File: config.mk
export PLATFORM = sky130hd
export DESIGN_NAME = bounded_ordered_list_engine_top
export DESIGN_NICKNAME = d
export VERILOG_FILES = /design/src/design/bole_pkg.sv /design/src/design/bole_cell.sv /design/src/design/bounded_ordered_list_engine_top.sv
export VERILOG_INCLUDE_DIRS = /design/src /design/src/design
export SDC_FILE = /design/constraint.sdc
export NUM_CORES = 2
export LEC_CHECK = 0
export CORE_ASPECT_RATIO = 1.4
export CORE_MARGIN = 1.5
export CORE_UTILIZATION = 35
export CTS_BUF_LIST = sky130_fd_sc_hd__clkbuf_2 sky130_fd_sc_hd__clkbuf_4 sky130_fd_sc_hd__clkbuf_8
export CTS_CLUSTER_SIZE = 24
export DETAILED_ROUTE_END_ITERATION = 6
export DONT_BUFFER_PORTS = 1
export PLACE_DENSITY_LB_ADDON = 0.08
export SETUP_SLACK_MARGIN = 0.5
export SLEW_MARGIN = 40
export SYNTH_ARGS = -nofsm -noshare
export SYNTH_HDL_FRONTEND = slang
export SYNTH_SLANG_ARGS = --single-unit
export TNS_END_PERCENT = 5
File: constraint.sdc
create_clock -name i_clk -period 10.9 [get_ports i_clk]
set_input_delay 2.18 -clock i_clk [delete_from_list [all_inputs] [get_ports i_clk]]
set_output_delay 2.18 -clock i_clk [all_outputs]
set_load 0.01 [all_outputs]
File: src/design/bounded_ordered_list_engine_top_assert.svh
// ----------------------------------------------------------------------------
// assertion macros for the bounded ordered list engine
// ----------------------------------------------------------------------------
`ifndef BOUNDED_ORDERED_LIST_ENGINE_TOP_ASSERT_SVH
`define BOUNDED_ORDERED_LIST_ENGINE_TOP_ASSERT_SVH

// same-cycle implication
`define BOLE_ASSERT_IMP(lbl, clk, rst_n, ante, cons) \
    lbl: assert property (@(posedge clk) disable iff (!rst_n) (ante) |-> (cons)) \
        else $error("bole assertion failed");

// next-cycle implication
`define BOLE_ASSERT_NXT(lbl, clk, rst_n, ante, cons) \
    lbl: assert property (@(posedge clk) disable iff (!rst_n) (ante) |=> (cons)) \
        else $error("bole assertion failed");

`endif

File: src/design/bole_pkg.sv
// ----------------------------------------------------------------------------
// bole_pkg
// Shared codes, widths and the cell control word of the list engine.
// ----------------------------------------------------------------------------
package bole_pkg;

    localparam int STORE_DEPTH = 32;
    localparam int WORD_W      = 32;
    localparam int POS_W       = 5;
    localparam int LEN_W       = 6;

    localparam logic [2:0] ACT_APPEND = 3'd0;
    localparam logic [2:0] ACT_INSERT = 3'd1;
    localparam logic [2:0] ACT_DELETE = 3'd2;
    localparam logic [2:0] ACT_FIND   = 3'd3;
    localparam logic [2:0] ACT_SIZE   = 3'd4;
    localparam logic [2:0] ACT_DUMP   = 3'd5;

    localparam logic [2:0] ST_OK        = 3'd0;
    localparam logic [2:0] ST_FULL      = 3'd1;
    localparam logic [2:0] ST_BAD_POS   = 3'd2;
    localparam logic [2:0] ST_NOT_FOUND = 3'd3;
    localparam logic [2:0] ST_EMPTY     = 3'd4;

    typedef enum logic [2:0] {
        CELL_HOLD,
        CELL_APPEND,
        CELL_INSERT,
        CELL_DELETE,
        CELL_ROTATE
    } t_cell_op;

    typedef struct packed {
        t_cell_op            op;
        logic [POS_W-1:0]    pos;
        logic [LEN_W-1:0]    len;
        logic [WORD_W-1:0]   value;
    } t_cell_ctl;

endpackage

File: src/design/bole_cell.sv
// ----------------------------------------------------------------------------
// bole_cell
// One list slot: holds a word and takes it from its neighbours on shifts.
// ----------------------------------------------------------------------------
module bole_cell #(
    parameter int IDX = 0
) (
    input  logic                          i_clk,
    input  bole_pkg::t_cell_ctl           i_ctl,
    input  logic [bole_pkg::WORD_W-1:0]   i_left,
    input  logic [bole_pkg::WORD_W-1:0]   i_right,
    input  logic [bole_pkg::WORD_W-1:0]   i_head,
    output logic [bole_pkg::WORD_W-1:0]   o_word
);

    localparam logic [bole_pkg::LEN_W-1:0] C_IDX  = bole_pkg::LEN_W'(IDX);
    localparam logic [bole_pkg::LEN_W-1:0] C_NEXT = bole_pkg::LEN_W'(IDX + 1);

    logic [bole_pkg::WORD_W-1:0] r_word;
    logic [bole_pkg::WORD_W-1:0] n_word;
    logic [bole_pkg::LEN_W-1:0]  w_pos;

    assign w_pos = {1'b0, i_ctl.pos};

    always_comb begin
        n_word = r_word;
        unique case (i_ctl.op)
            bole_pkg::CELL_HOLD: begin
                n_word = r_word;
            end
            bole_pkg::CELL_APPEND: begin
                if (C_IDX == i_ctl.len) begin
                    n_word = i_ctl.value;
                end
            end
            bole_pkg::CELL_INSERT: begin
                if (C_IDX == w_pos) begin
                    n_word = i_ctl.value;
                end else if (C_IDX > w_pos && C_IDX <= i_ctl.len) begin
                    n_word = i_left;
                end
            end
            bole_pkg::CELL_DELETE: begin
                if (C_IDX >= w_pos && C_NEXT < i_ctl.len) begin
                    n_word = i_right;
                end
            end
            bole_pkg::CELL_ROTATE: begin
                if (C_NEXT < i_ctl.len) begin
                    n_word = i_right;
                end else if (C_NEXT == i_ctl.len) begin
                    n_word = i_head;
                end
            end
            default: begin
                n_word = r_word;
            end
        endcase
    end

    always_ff @(posedge i_clk) begin
        r_word <= n_word;
    end

    assign o_word = r_word;

endmodule

File: src/design/bounded_ordered_list_engine_top.sv
// ----------------------------------------------------------------------------
// bounded_ordered_list_engine_top: ordered list of signed words in a cell chain
// append, insert, delete, size: result the cycle after acceptance, one request a cycle unless output stalls
// dump: one word a cycle unless output stalls; find: scan then flush state; both hold off new requests
// reset clears length and control only, no clearing pass on the slots
// ----------------------------------------------------------------------------
`include "bounded_ordered_list_engine_top_assert.svh"

module bounded_ordered_list_engine_top #(
    parameter int CAPACITY = 32
) (
    input  logic                                i_clk,
    input  logic                                i_rst_n,
    input  logic                                i_in_valid,
    output logic                                o_in_stall,
    input  logic [2:0]                          i_action,
    input  logic [bole_pkg::POS_W-1:0]          i_position,
    input  logic signed [bole_pkg::WORD_W-1:0]  i_value,
    output logic                                o_out_valid,
    input  logic                                i_out_stall,
    output logic [2:0]                          o_status,
    output logic [bole_pkg::POS_W-1:0]          o_found_position,
    output logic signed [bole_pkg::WORD_W-1:0]  o_word,
    output logic [bole_pkg::LEN_W-1:0]          o_tally,
    output logic                                o_last
);

    localparam int LIMIT = (CAPACITY < bole_pkg::STORE_DEPTH) ?
                           CAPACITY : bole_pkg::STORE_DEPTH;
    localparam logic [bole_pkg::LEN_W-1:0] C_LIMIT = bole_pkg::LEN_W'(LIMIT);

    typedef enum logic [2:0] {
        S_IDLE  = 3'b001,
        S_SCAN  = 3'b010,
        S_FLUSH = 3'b100
    } t_state;

    t_state                         r_state, n_state;
    logic [bole_pkg::LEN_W-1:0]     r_len, n_len;
    logic [bole_pkg::POS_W-1:0]     r_cnt, n_cnt;
    logic [bole_pkg::LEN_W-1:0]     r_hits, n_hits;
    logic                           r_pend_vld, n_pend_vld;
    logic [bole_pkg::POS_W-1:0]     r_pend_pos, n_pend_pos;
    logic                           r_dump, n_dump;
    logic [bole_pkg::WORD_W-1:0]    r_key, n_key;
    logic                           r_ovalid, n_ovalid;
    logic [2:0]                     r_status, n_status;
    logic [bole_pkg::POS_W-1:0]     r_fpos, n_fpos;
    logic [bole_pkg::WORD_W-1:0]    r_oword, n_oword;
    logic [bole_pkg::LEN_W-1:0]     r_tally, n_tally;
    logic                           r_last, n_last;

    bole_pkg::t_cell_ctl            w_ctl;
    logic [bole_pkg::WORD_W-1:0]    w_word [LIMIT];
    logic [bole_pkg::WORD_W-1:0]    w_head;
    logic                           w_out_free;
    logic                           w_in_acc;
    logic                           w_emit;
    logic                           w_end;
    logic                           w_hit;

    // cell chain
    genvar g;
    generate
        for (g = 0; g < LIMIT; g++) begin : g_cell
            logic [bole_pkg::WORD_W-1:0] w_left;
            logic [bole_pkg::WORD_W-1:0] w_right;
            if (g == 0) begin : g_first
                assign w_left = i_value;
            end else begin : g_mid_l
                assign w_left = w_word[g-1];
            end
            if (g == LIMIT - 1) begin : g_final
                assign w_right = i_value;
            end else begin : g_mid_r
                assign w_right = w_word[g+1];
            end
            bole_cell #(
                .IDX (g)
            ) u_cell (
                .i_clk   (i_clk),
                .i_ctl   (w_ctl),
                .i_left  (w_left),
                .i_right (w_right),
                .i_head  (w_head),
                .o_word  (w_word[g])
            );
        end
    endgenerate

    assign w_head     = w_word[0];
    assign w_out_free = !r_ovalid || !i_out_stall;
    assign o_in_stall = !((r_state == S_IDLE) && w_out_free);
    assign w_in_acc   = i_in_valid && !o_in_stall;
    assign w_end      = ({1'b0, r_cnt} == (r_len - bole_pkg::LEN_W'(1)));
    assign w_hit      = (w_head == r_key);

    always_comb begin
        n_state    = r_state;
        n_len      = r_len;
        n_cnt      = r_cnt;
        n_hits     = r_hits;
        n_pend_vld = r_pend_vld;
        n_pend_pos = r_pend_pos;
        n_dump     = r_dump;
        n_key      = r_key;
        w_emit     = 1'b0;
        n_status   = bole_pkg::ST_OK;
        n_fpos     = '0;
        n_oword    = '0;
        n_tally    = r_len;
        n_last     = 1'b1;
        w_ctl.op    = bole_pkg::CELL_HOLD;
        w_ctl.pos   = i_position;
        w_ctl.len   = r_len;
        w_ctl.value = i_value;

        unique case (r_state)
            S_IDLE: begin
                if (w_in_acc) begin
                    unique case (i_action)
                        bole_pkg::ACT_APPEND: begin
                            w_emit = 1'b1;
                            if (r_len >= C_LIMIT) begin
                                n_status = bole_pkg::ST_FULL;
                            end else begin
                                w_ctl.op = bole_pkg::CELL_APPEND;
                                n_len    = r_len + bole_pkg::LEN_W'(1);
                                n_tally  = n_len;
                            end
                        end
                        bole_pkg::ACT_INSERT: begin
                            w_emit = 1'b1;
                            if (r_len >= C_LIMIT) begin
                                n_status = bole_pkg::ST_FULL;
                            end else if ({1'b0, i_position} >= r_len) begin
                                n_status = bole_pkg::ST_BAD_POS;
                            end else begin
                                w_ctl.op = bole_pkg::CELL_INSERT;
                                n_len    = r_len + bole_pkg::LEN_W'(1);
                                n_tally  = n_len;
                            end
                        end
                        bole_pkg::ACT_DELETE: begin
                            w_emit = 1'b1;
                            if ({1'b0, i_position} >= r_len) begin
                                n_status = bole_pkg::ST_BAD_POS;
                            end else begin
                                w_ctl.op = bole_pkg::CELL_DELETE;
                                n_len    = r_len - bole_pkg::LEN_W'(1);
                                n_tally  = n_len;
                            end
                        end
                        bole_pkg::ACT_FIND, bole_pkg::ACT_DUMP: begin
                            if (r_len == '0) begin
                                w_emit   = 1'b1;
                                n_tally  = '0;
                                n_status = (i_action == bole_pkg::ACT_FIND) ?
                                           bole_pkg::ST_NOT_FOUND : bole_pkg::ST_EMPTY;
                            end else begin
                                n_state    = S_SCAN;
                                n_cnt      = '0;
                                n_hits     = '0;
                                n_pend_vld = 1'b0;
                                n_dump     = (i_action == bole_pkg::ACT_DUMP);
                                n_key      = i_value;
                            end
                        end
                        bole_pkg::ACT_SIZE: begin
                            w_emit = 1'b1;
                        end
                        default: begin
                            w_emit = 1'b0;
                        end
                    endcase
                end
            end
            S_SCAN: begin
                if (w_out_free) begin
                    w_ctl.op = bole_pkg::CELL_ROTATE;
                    n_cnt    = r_cnt + bole_pkg::POS_W'(1);
                    if (r_dump) begin
                        w_emit  = 1'b1;
                        n_fpos  = r_cnt;
                        n_oword = w_head;
                        n_last  = w_end;
                        if (w_end) begin
                            n_state = S_IDLE;
                        end
                    end else begin
                        if (w_hit) begin
                            w_emit     = r_pend_vld;
                            n_fpos     = r_pend_pos;
                            n_tally    = r_hits;
                            n_last     = 1'b0;
                            n_pend_vld = 1'b1;
                            n_pend_pos = r_cnt;
                            n_hits     = r_hits + bole_pkg::LEN_W'(1);
                        end
                        if (w_end) begin
                            n_state = S_FLUSH;
                        end
                    end
                end
            end
            S_FLUSH: begin
                if (w_out_free) begin
                    w_emit     = 1'b1;
                    n_state    = S_IDLE;
                    n_pend_vld = 1'b0;
                    if (r_pend_vld) begin
                        n_fpos  = r_pend_pos;
                        n_tally = r_hits;
                    end else begin
                        n_status = bole_pkg::ST_NOT_FOUND;
                        n_tally  = '0;
                    end
                end
            end
            default: begin
                n_state = S_IDLE;
            end
        endcase

        n_ovalid = w_emit || (r_ovalid && i_out_stall);
    end

    always_ff @(posedge i_clk) begin
        if (!i_rst_n) begin
            r_state    <= S_IDLE;
            r_len      <= '0;
            r_cnt      <= '0;
            r_hits     <= '0;
            r_pend_vld <= 1'b0;
            r_dump     <= 1'b0;
            r_ovalid   <= 1'b0;
        end else begin
            r_state    <= n_state;
            r_len      <= n_len;
            r_cnt      <= n_cnt;
            r_hits     <= n_hits;
            r_pend_vld <= n_pend_vld;
            r_dump     <= n_dump;
            r_ovalid   <= n_ovalid;
        end
    end

    // payload
    always_ff @(posedge i_clk) begin
        r_pend_pos <= n_pend_pos;
        r_key      <= n_key;
        if (w_emit) begin
            r_status <= n_status;
            r_fpos   <= n_fpos;
            r_oword  <= n_oword;
            r_tally  <= n_tally;
            r_last   <= n_last;
        end
    end

    assign o_out_valid      = r_ovalid;
    assign o_status         = r_status;
    assign o_found_position = r_fpos;
    assign o_word           = r_oword;
    assign o_tally          = r_tally;
    assign o_last           = r_last;

    `BOLE_ASSERT_IMP(a_len_bound, i_clk, i_rst_n, 1'b1, r_len <= C_LIMIT)
    `BOLE_ASSERT_IMP(a_scan_idx, i_clk, i_rst_n, r_state == S_SCAN, {1'b0, r_cnt} < r_len)
    `BOLE_ASSERT_NXT(a_scan_len, i_clk, i_rst_n, r_state == S_SCAN, $stable(r_len))
    `BOLE_ASSERT_IMP(a_pend_pos, i_clk, i_rst_n, r_state == S_SCAN && r_pend_vld,
                     r_pend_pos < r_cnt)

endmodule
Yosys cells after proc, flatten, opt, wreduce, memory -nomap -nowiden. Index checks and enable logic that the tools add are counted.

Add/subtract/negate cells: 4. Multiply operators: 0. Divide/modulo/power cells: 0. Magnitude comparators: 130. Equality and inequality tests: 213. Shift operators: 0. Multiplexer cells: 300. Bitwise gates (word level): 2. Reductions and logical operators: 122.

Operator list (number): 2-to-1 mux 32 bit (191); one-hot mux 32 bit (4 select lines) (32); inequality test 3 x 1 -> 1 bit, second input constant (63); AND reduction 5 bit (33); inequality test 2 x 1 -> 1 bit, second input constant (65); 2-to-1 mux 6 bit (17); == test 5 x 6 -> 1 bit, first input constant (16); <= comparator 5 x 6 -> 1 bit, first input constant (16); less-than comparator 5 x 6 -> 1 bit, first input constant (16); == test 5 bit, first input constant (16); >= comparator 5 bit, first input constant (16); greater-than comparator 5 bit, first input constant (16); logical AND 1 bit (67); == test 4 x 6 -> 1 bit, first input constant (8); <= comparator 4 x 6 -> 1 bit, first input constant (8); less-than comparator 4 x 6 -> 1 bit, first input constant (8); 2-to-1 mux 5 bit (9); == test 4 x 5 -> 1 bit, first input constant (8); >= comparator 4 x 5 -> 1 bit, first input constant (8); greater-than comparator 4 x 5 -> 1 bit, first input constant (8); 2-to-1 mux 3 bit (12); one-hot mux 6 bit (3 select lines) (2); == test 32 bit (1); == test 3 x 6 -> 1 bit, first input constant (4); 56 further kinds (131).

Bits in registers: 1131. Latch bits: 0. Memory bits (writable): 0. ROM bits: 0. Output and inout bits: 49. Word-level logic and storage cells: 817. Memories: 0.

Depth between registers and ports, before layout.
Depth in word-level cells: 9. Mapped depth: 13.

Cells and area by module. A second synthesis with hierarchy kept.

Cell total of the unflattened synthesis: 10007. Area total of the unflattened synthesis: 93146.8 um2.

By module, submodules not included: bounded_ordered_list_engine_top (instances 1, cells an instance 457, area an instance 5278.8 um2); bole_cell at g_cell[29].u_cell (instances 1, cells an instance 460, area an instance 3497.1 um2); bole_cell at g_cell[6].u_cell (instances 1, cells an instance 318, area an instance 3350.7 um2); bole_cell at g_cell[31].u_cell (instances 1, cells an instance 420, area an instance 3324.4 um2); bole_cell at g_cell[14].u_cell (instances 1, cells an instance 348, area an instance 3190.6 um2); bole_cell at g_cell[2].u_cell (instances 1, cells an instance 356, area an instance 3164.3 um2); bole_cell at g_cell[24].u_cell (instances 1, cells an instance 350, area an instance 3041.7 um2); bole_cell at g_cell[23].u_cell (instances 1, cells an instance 324, area an instance 2990.4 um2); bole_cell at g_cell[27].u_cell (instances 1, cells an instance 325, area an instance 2959.1 um2); bole_cell at g_cell[19].u_cell (instances 1, cells an instance 352, area an instance 2904.0 um2); bole_cell at g_cell[11].u_cell (instances 1, cells an instance 317, area an instance 2882.8 um2); bole_cell at g_cell[17].u_cell (instances 1, cells an instance 348, area an instance 2879.0 um2); bole_cell at g_cell[16].u_cell (instances 1, cells an instance 345, area an instance 2876.5 um2); bole_cell at g_cell[20].u_cell (instances 1, cells an instance 360, area an instance 2875.3 um2); 19 more rows.

Least setup slack after synthesis. OpenSTA, ideal clock, no wires.

Path type: input port to flip-flop. Start: input port i_position[0] in the netlist's numbering. End: register g_cell[5].u_cell.r_word (netlist bit g_cell[5].u_cell.o_word[0]) (enable). Library setup time: 0.594 ns. Arrival time: 9.386 ns. Data required time: 10.306 ns. Slack: 0.919 ns. Cell stages on the path: 11. Path buffers: 2. Cells stage by stage: clkbuf_1 inv_1 ha_1 nand2b_1 a21oi_4 o21ai_1 a2111oi_2 o21ai_1 and2_1 clkbuf_1 a2111oi_0.

Longest elaborated chain between the ends: 9. Elaborated cells between the ends (all ways): 22. Classes of those cells: 3 x order compare; 9 x eq/ne; 6 x mux; 4 x reduce/logical.

Ends and longest elaborated chain: start, declared (RTL line bounded_ordered_list_engine_top.sv:17) `input logic [bole_pkg::POS_W-1:0] i_position,`; >= comparator 5 x 6 -> 1 bit (RTL line bounded_ordered_list_engine_top.sv:136, bounded_ordered_list_engine_top.sv:146); 2-to-1 mux 2 bit (RTL line bounded_ordered_list_engine_top.sv:136) `end else if ({1'b0, i_position} >= r_len) begin`; 2-to-1 mux 2 bit (RTL line bounded_ordered_list_engine_top.sv:134) `if (r_len >= C_LIMIT) begin`; one-hot mux 2 bit (3 select lines) (RTL line bounded_ordered_list_engine_top.sv:121) `unique case (i_action)`; 2-to-1 mux 2 bit (RTL line bounded_ordered_list_engine_top.sv:120) `if (w_in_acc) begin`; one-hot mux 3 bit (2 select lines) (RTL line bounded_ordered_list_engine_top.sv:118) `unique case (r_state)`; == test 3 bit (tied with other cells) (RTL line bole_cell.sv:27) `unique case (i_ctl.op)`; inequality test 3 x 1 -> 1 bit (no line) (tied with other cells); AND reduction 5 bit (no line) (*); end signal, assigned (RTL line bole_cell.sv:62) `r_word <= n_word;`; end, declared (RTL line bole_cell.sv:19) `logic [bole_pkg::WORD_W-1:0] r_word;`.

Every way passes the cells marked *; elsewhere a longest branch is shown, timed or not. A chain may end at the register's enable or synchronous reset.

Worst setup path in the final report.
Start: input port i_position[4] in the netlist's numbering. End: register g_cell[10].u_cell.r_word (netlist bit g_cell[10].u_cell.o_word[20]) (enable).

Longest elaborated chain between the ends: 9. Elaborated cells between the ends (all ways): 22. Classes of those cells: 3 x order compare; 9 x eq/ne; 6 x mux; 4 x reduce/logical.

Ends and longest elaborated chain (RTL line): >= comparator 5 x 6 -> 1 bit (bounded_ordered_list_engine_top.sv:136, bounded_ordered_list_engine_top.sv:146); 2-to-1 mux 2 bit (bounded_ordered_list_engine_top.sv:136); 2-to-1 mux 2 bit (bounded_ordered_list_engine_top.sv:134); one-hot mux 2 bit (3 select lines) (bounded_ordered_list_engine_top.sv:121); 2-to-1 mux 2 bit (bounded_ordered_list_engine_top.sv:120); one-hot mux 3 bit (2 select lines) (bounded_ordered_list_engine_top.sv:118); == test 3 bit (tied with other cells) (bole_cell.sv:27); inequality test 3 x 1 -> 1 bit (no line) (tied with other cells); AND reduction 5 bit (no line) (*); end signal, assigned (bole_cell.sv:62); end, declared (bole_cell.sv:19).

Marked as above.

==> results by group <==
Status
  • Status: finished clean

Final layout
  • Area Overhead vs Synth: 10.0%
  • Finished Core Util: 0.387
  • Layout fillers: 16900
  • Share of post-route cells with drive strength above 1: 0.146
  • Final net count: 4910
  • Design area: 67900 sq um
  • Final Non-Filler Cells: 7298

Detailed routing
  • Routed Antenna Nets: 0
  • Post-route DRC: 0
  • 1st-pass router iterations: 6
  • Mean number of vias per cell: 6.96
  • Final wirelength: 264 mm
  • 1st-iter DRT viols: 5976
  • Vias: 50800
  • Drt wl/cell: 36.2 um

Global route
  • Overall global routing resource usage: 0.288
  • GRT overflow: 0
  • Number of global-route vias before repair: 50900
  • First-pass GRT wire length: 380 mm
  • Pin count of the biggest net entering global routing: 117
  • Initial antenna violation count: 1

Timing
  • Final Cycle Share: 0.442
  • Max Slew Vio Count: 0
  • Final setup vio count: 0
  • Least-Margin Pin Slew: 0.947 ns
  • RSZ-0062 raised after global routing: false
  • Slew margin rel.: 0.367
  • Post-layout minimum cycle time: 4.82 ns
  • Fin Setup TNS: 0 ns
  • F_max: 207 MHz
  • Fin. Hold Viols: 0
  • Worst Skew: 0.0668 ns
  • Final hold slack: 0.499 ns

Placement
  • Placed Cells: 6960
  • Placed Instance Area: 64200 sq um
  • GP Congestion: 0.849
  • I/O Buffers: 0
  • DP HPWL: 160 mm

Floorplanning
  • Core area: 175000 sq um
  • Die Height: 500 um
  • Die X: 358 um
  • Initial Util: 0.352
  • Boundary pin count: 93
  • Die footprint: 179000 sq um
  • # rows: 182

Clock network
  • Hold_buf cts: 0
  • H-tree lvl count: 4
  • CTS Root Cell: clkbuf_8
  • Clock-pin slew on the worst setup and hold paths: 0.06 ns
  • Worst-Skew Late Latency: 0.98 ns
  • Post-cts resize count: 0
  • Postcts setup bufs: 0
  • CTS tree: built
  • Clock tree buffer depth: 3
  • Clock sinks: 1131
  • Total CTS buffers: 192

Yosys
  • Post-synth ARST share: 0
  • Syn nets: 5201
  • Most used flip-flop cell after synthesis: edfxtp_1
  • EDFF count, synth: 1108
  • Number of synthesized register bits: 1131
  • Register area share after synthesis: 0.547
  • Cell Area, Synth: 61700 sq um
  • Post-Syn Instances: 5145
  • Distinct cells, synth: 86
  • Avg Synthesized Cell Area: 12.0 sq um
  • Synth warn: 0

Run
  • Max_cap viols: 0

Worst setup path
  • Data arrival time of the worst path: 5.40 ns
  • Crit path capture type: flip-flop
  • Critical Path RT: 11.48 ns
  • CP startpoint: i_position[4]
  • Worst R2R Start: r_len[5]
  • Crit Path Class: input pin to flip-flop
  • Largest fanout on the critical path: 50
  • Crit start category: input pin

Hold path
  • Hold Crit Start: r_hits[0]
  • Tightest Hold Check Type: flip-flop to flip-flop

Power
  • P_leak: 22.8 nW
  • Pwr Density: 143 nW/um^2
  • Worst IR drop on VDD: 0.100 mV
-- synthesized netlist by cell type, types with 4 or more instances --
cell          n  share of area
a221oi_1     29         0.0041
buf_2       190          0.015
clkinv_1      5        0.00030
nand2b_1     17         0.0017
a31oi_1      17         0.0017
or2_2         7        0.00071
o21ai_1      35         0.0028
o21ai_2      18         0.0026
nor3_1       38         0.0031
and2_1       24         0.0024
a211oi_1     40         0.0049
xnor2_1       9         0.0013
a2111oi_2    11         0.0027
edfxtp_1   1108           0.54
a21oi_1     231          0.019
a21oi_2      18         0.0026
xor2_1       39         0.0055
buf_1        13        0.00079
nand4_1      36         0.0037
nor2_1      151         0.0092
nand3_1      88         0.0071
nor4_1       13         0.0013
ha_1         12         0.0024
a21o_1       14         0.0017
o21a_1        4        0.00049
a221o_1     848           0.14
nand2_1     376          0.023
o21ai_0     135          0.011
and3_1       43         0.0044
a22oi_1      66         0.0080
inv_1        12        0.00073
o211ai_1      4        0.00049
o22ai_1      14         0.0014
clkbuf_1    487          0.030
a22o_1      849           0.12
dfxtp_1      23         0.0075
buf_4         8        0.00097
mux2_2       33         0.0060
or3_1         6        0.00061
nor2b_1       5        0.00051
-- state kept, by name, indices dropped and copies added (netlist names) --
name and flops:
o_word 32, r_dump 1, o_tally 6, r_len 6, o_last 1, r_key 32, r_hits 6, g_cell.u_cell.o_word 1024
o_found_position 5, r_cnt 5, o_out_valid 1, r_state 3, r_pend_vld 1, o_status 3, r_pend_pos 5
-- placed cells by master, fill, tap and decap left out, types with 9 or more instances in the layout --
cell type,synthesis,final
a221o_1,848,848
a22oi_1,66,66
nor2_1,151,130
xor2_1,39,38
mux2_2,33,33
a22o_1,849,849
ha_1,12,12
clkbuf_4,0,73
o21ai_0,135,135
dfxtp_1,23,22
nor3_1,38,24
o21ai_2,18,39
inv_1,12,12
nand4_1,36,36
a211oi_1,40,32
o22ai_1,14,14
and2_1,24,20
edfxtp_1,1108,1108
nand2b_1,17,17
xnor2_1,9,9
buf_8,0,11
a21oi_1,231,218
clkbuf_8,0,192
nor2_2,2,15
nand2_1,376,365
clkinv_1,5,53
a21o_1,14,14
a221oi_1,29,29
buf_4,8,198
nand3_1,88,86
a31oi_1,17,16
a21oi_2,18,25
nor3_2,0,14
a2111oi_4,0,10
and3_1,43,43
-- critical path, stage by stage --
cell	delay [ns]
ha_1	0.30
nand3_1	0.21
nand2b_1	0.25
o21a_1	0.35
nand3_2	0.15
buf_4	0.65
a21oi_1	0.13
a211o_1	0.30
a211oi_4	0.21
buf_4	0.55
-- power breakdown --
group	switching [W]	total, W	leakage, nW	internal, W
combinational	0.000516	0.000833	10.6	0.000317
clock	0.00195	0.00387	1.92	0.00192
sequential	0.0000794	0.00503	10.2	0.00495
-- cells by family (layout without fill, tap and decap cells) --
group,count (synthesis),in the layout,synth area share
AOI/OAI and AO/OA,2378,2378,0.329
DFF,1131,1131,0.547
and+or+nand+nor,825,825,0.0605
buffers and inverters,717,569,0.0482
xor gates and xnor gates,48,48,0.00681
muxes,34,34,0.00619
adders and majority gates,12,12,0.00243
other,0,1,0
-- final cells by class --
| type | instances | area (sq um) | share of cell area |
|---|---|---|---|
| tap | 2300 | 2880 | 0.0424 |
| inverter | 17 | 63.8 | 0.000940 |
| timing repair buffer | 215 | 1750 | 0.0258 |
| multi-input combinational | 3297 | 25800 | 0.380 |
| clock buffer | 265 | 3190 | 0.0470 |
| clock inverter | 72 | 447 | 0.00658 |
| sequential | 1131 | 33700 | 0.497 |
| antenna | 1 | 2.50 | 0.0000369 |
-- stage by stage --
step | power [W] | worst slack (ns)
finish | 0.00974 | 6.08
global route | 0.0100 | 5.96
CTS | 0.00981 | 6.13
detailed placement | 0.00594 | 5.13
global placement | 0.00592 | 5.08
floorplan | 0.00569 | 0.919
-- path summary, 6_finish.rpt --
check | depth (start not counted) | endpoint | slack [ns]
max | 10 | g_cell[10].u_cell.o_word[20] | 6.08
max reg2reg | 9 | g_cell[10].u_cell.o_word[20] | 6.40
min | 1 | r_hits[0] | 0.50
min reg2reg | 1 | r_hits[0] | 0.50
-- routing by layer --
metal,vias to the layer above,track usage,part of all wire
met5,-,0,0
met4,0,0.121,0.042
met3,606,0.0434,0.069
met2,2572,0.489,0.49
met1,26600,0.363,0.40
li1,21000,-,-
Power figures use the tool's default switching activity.
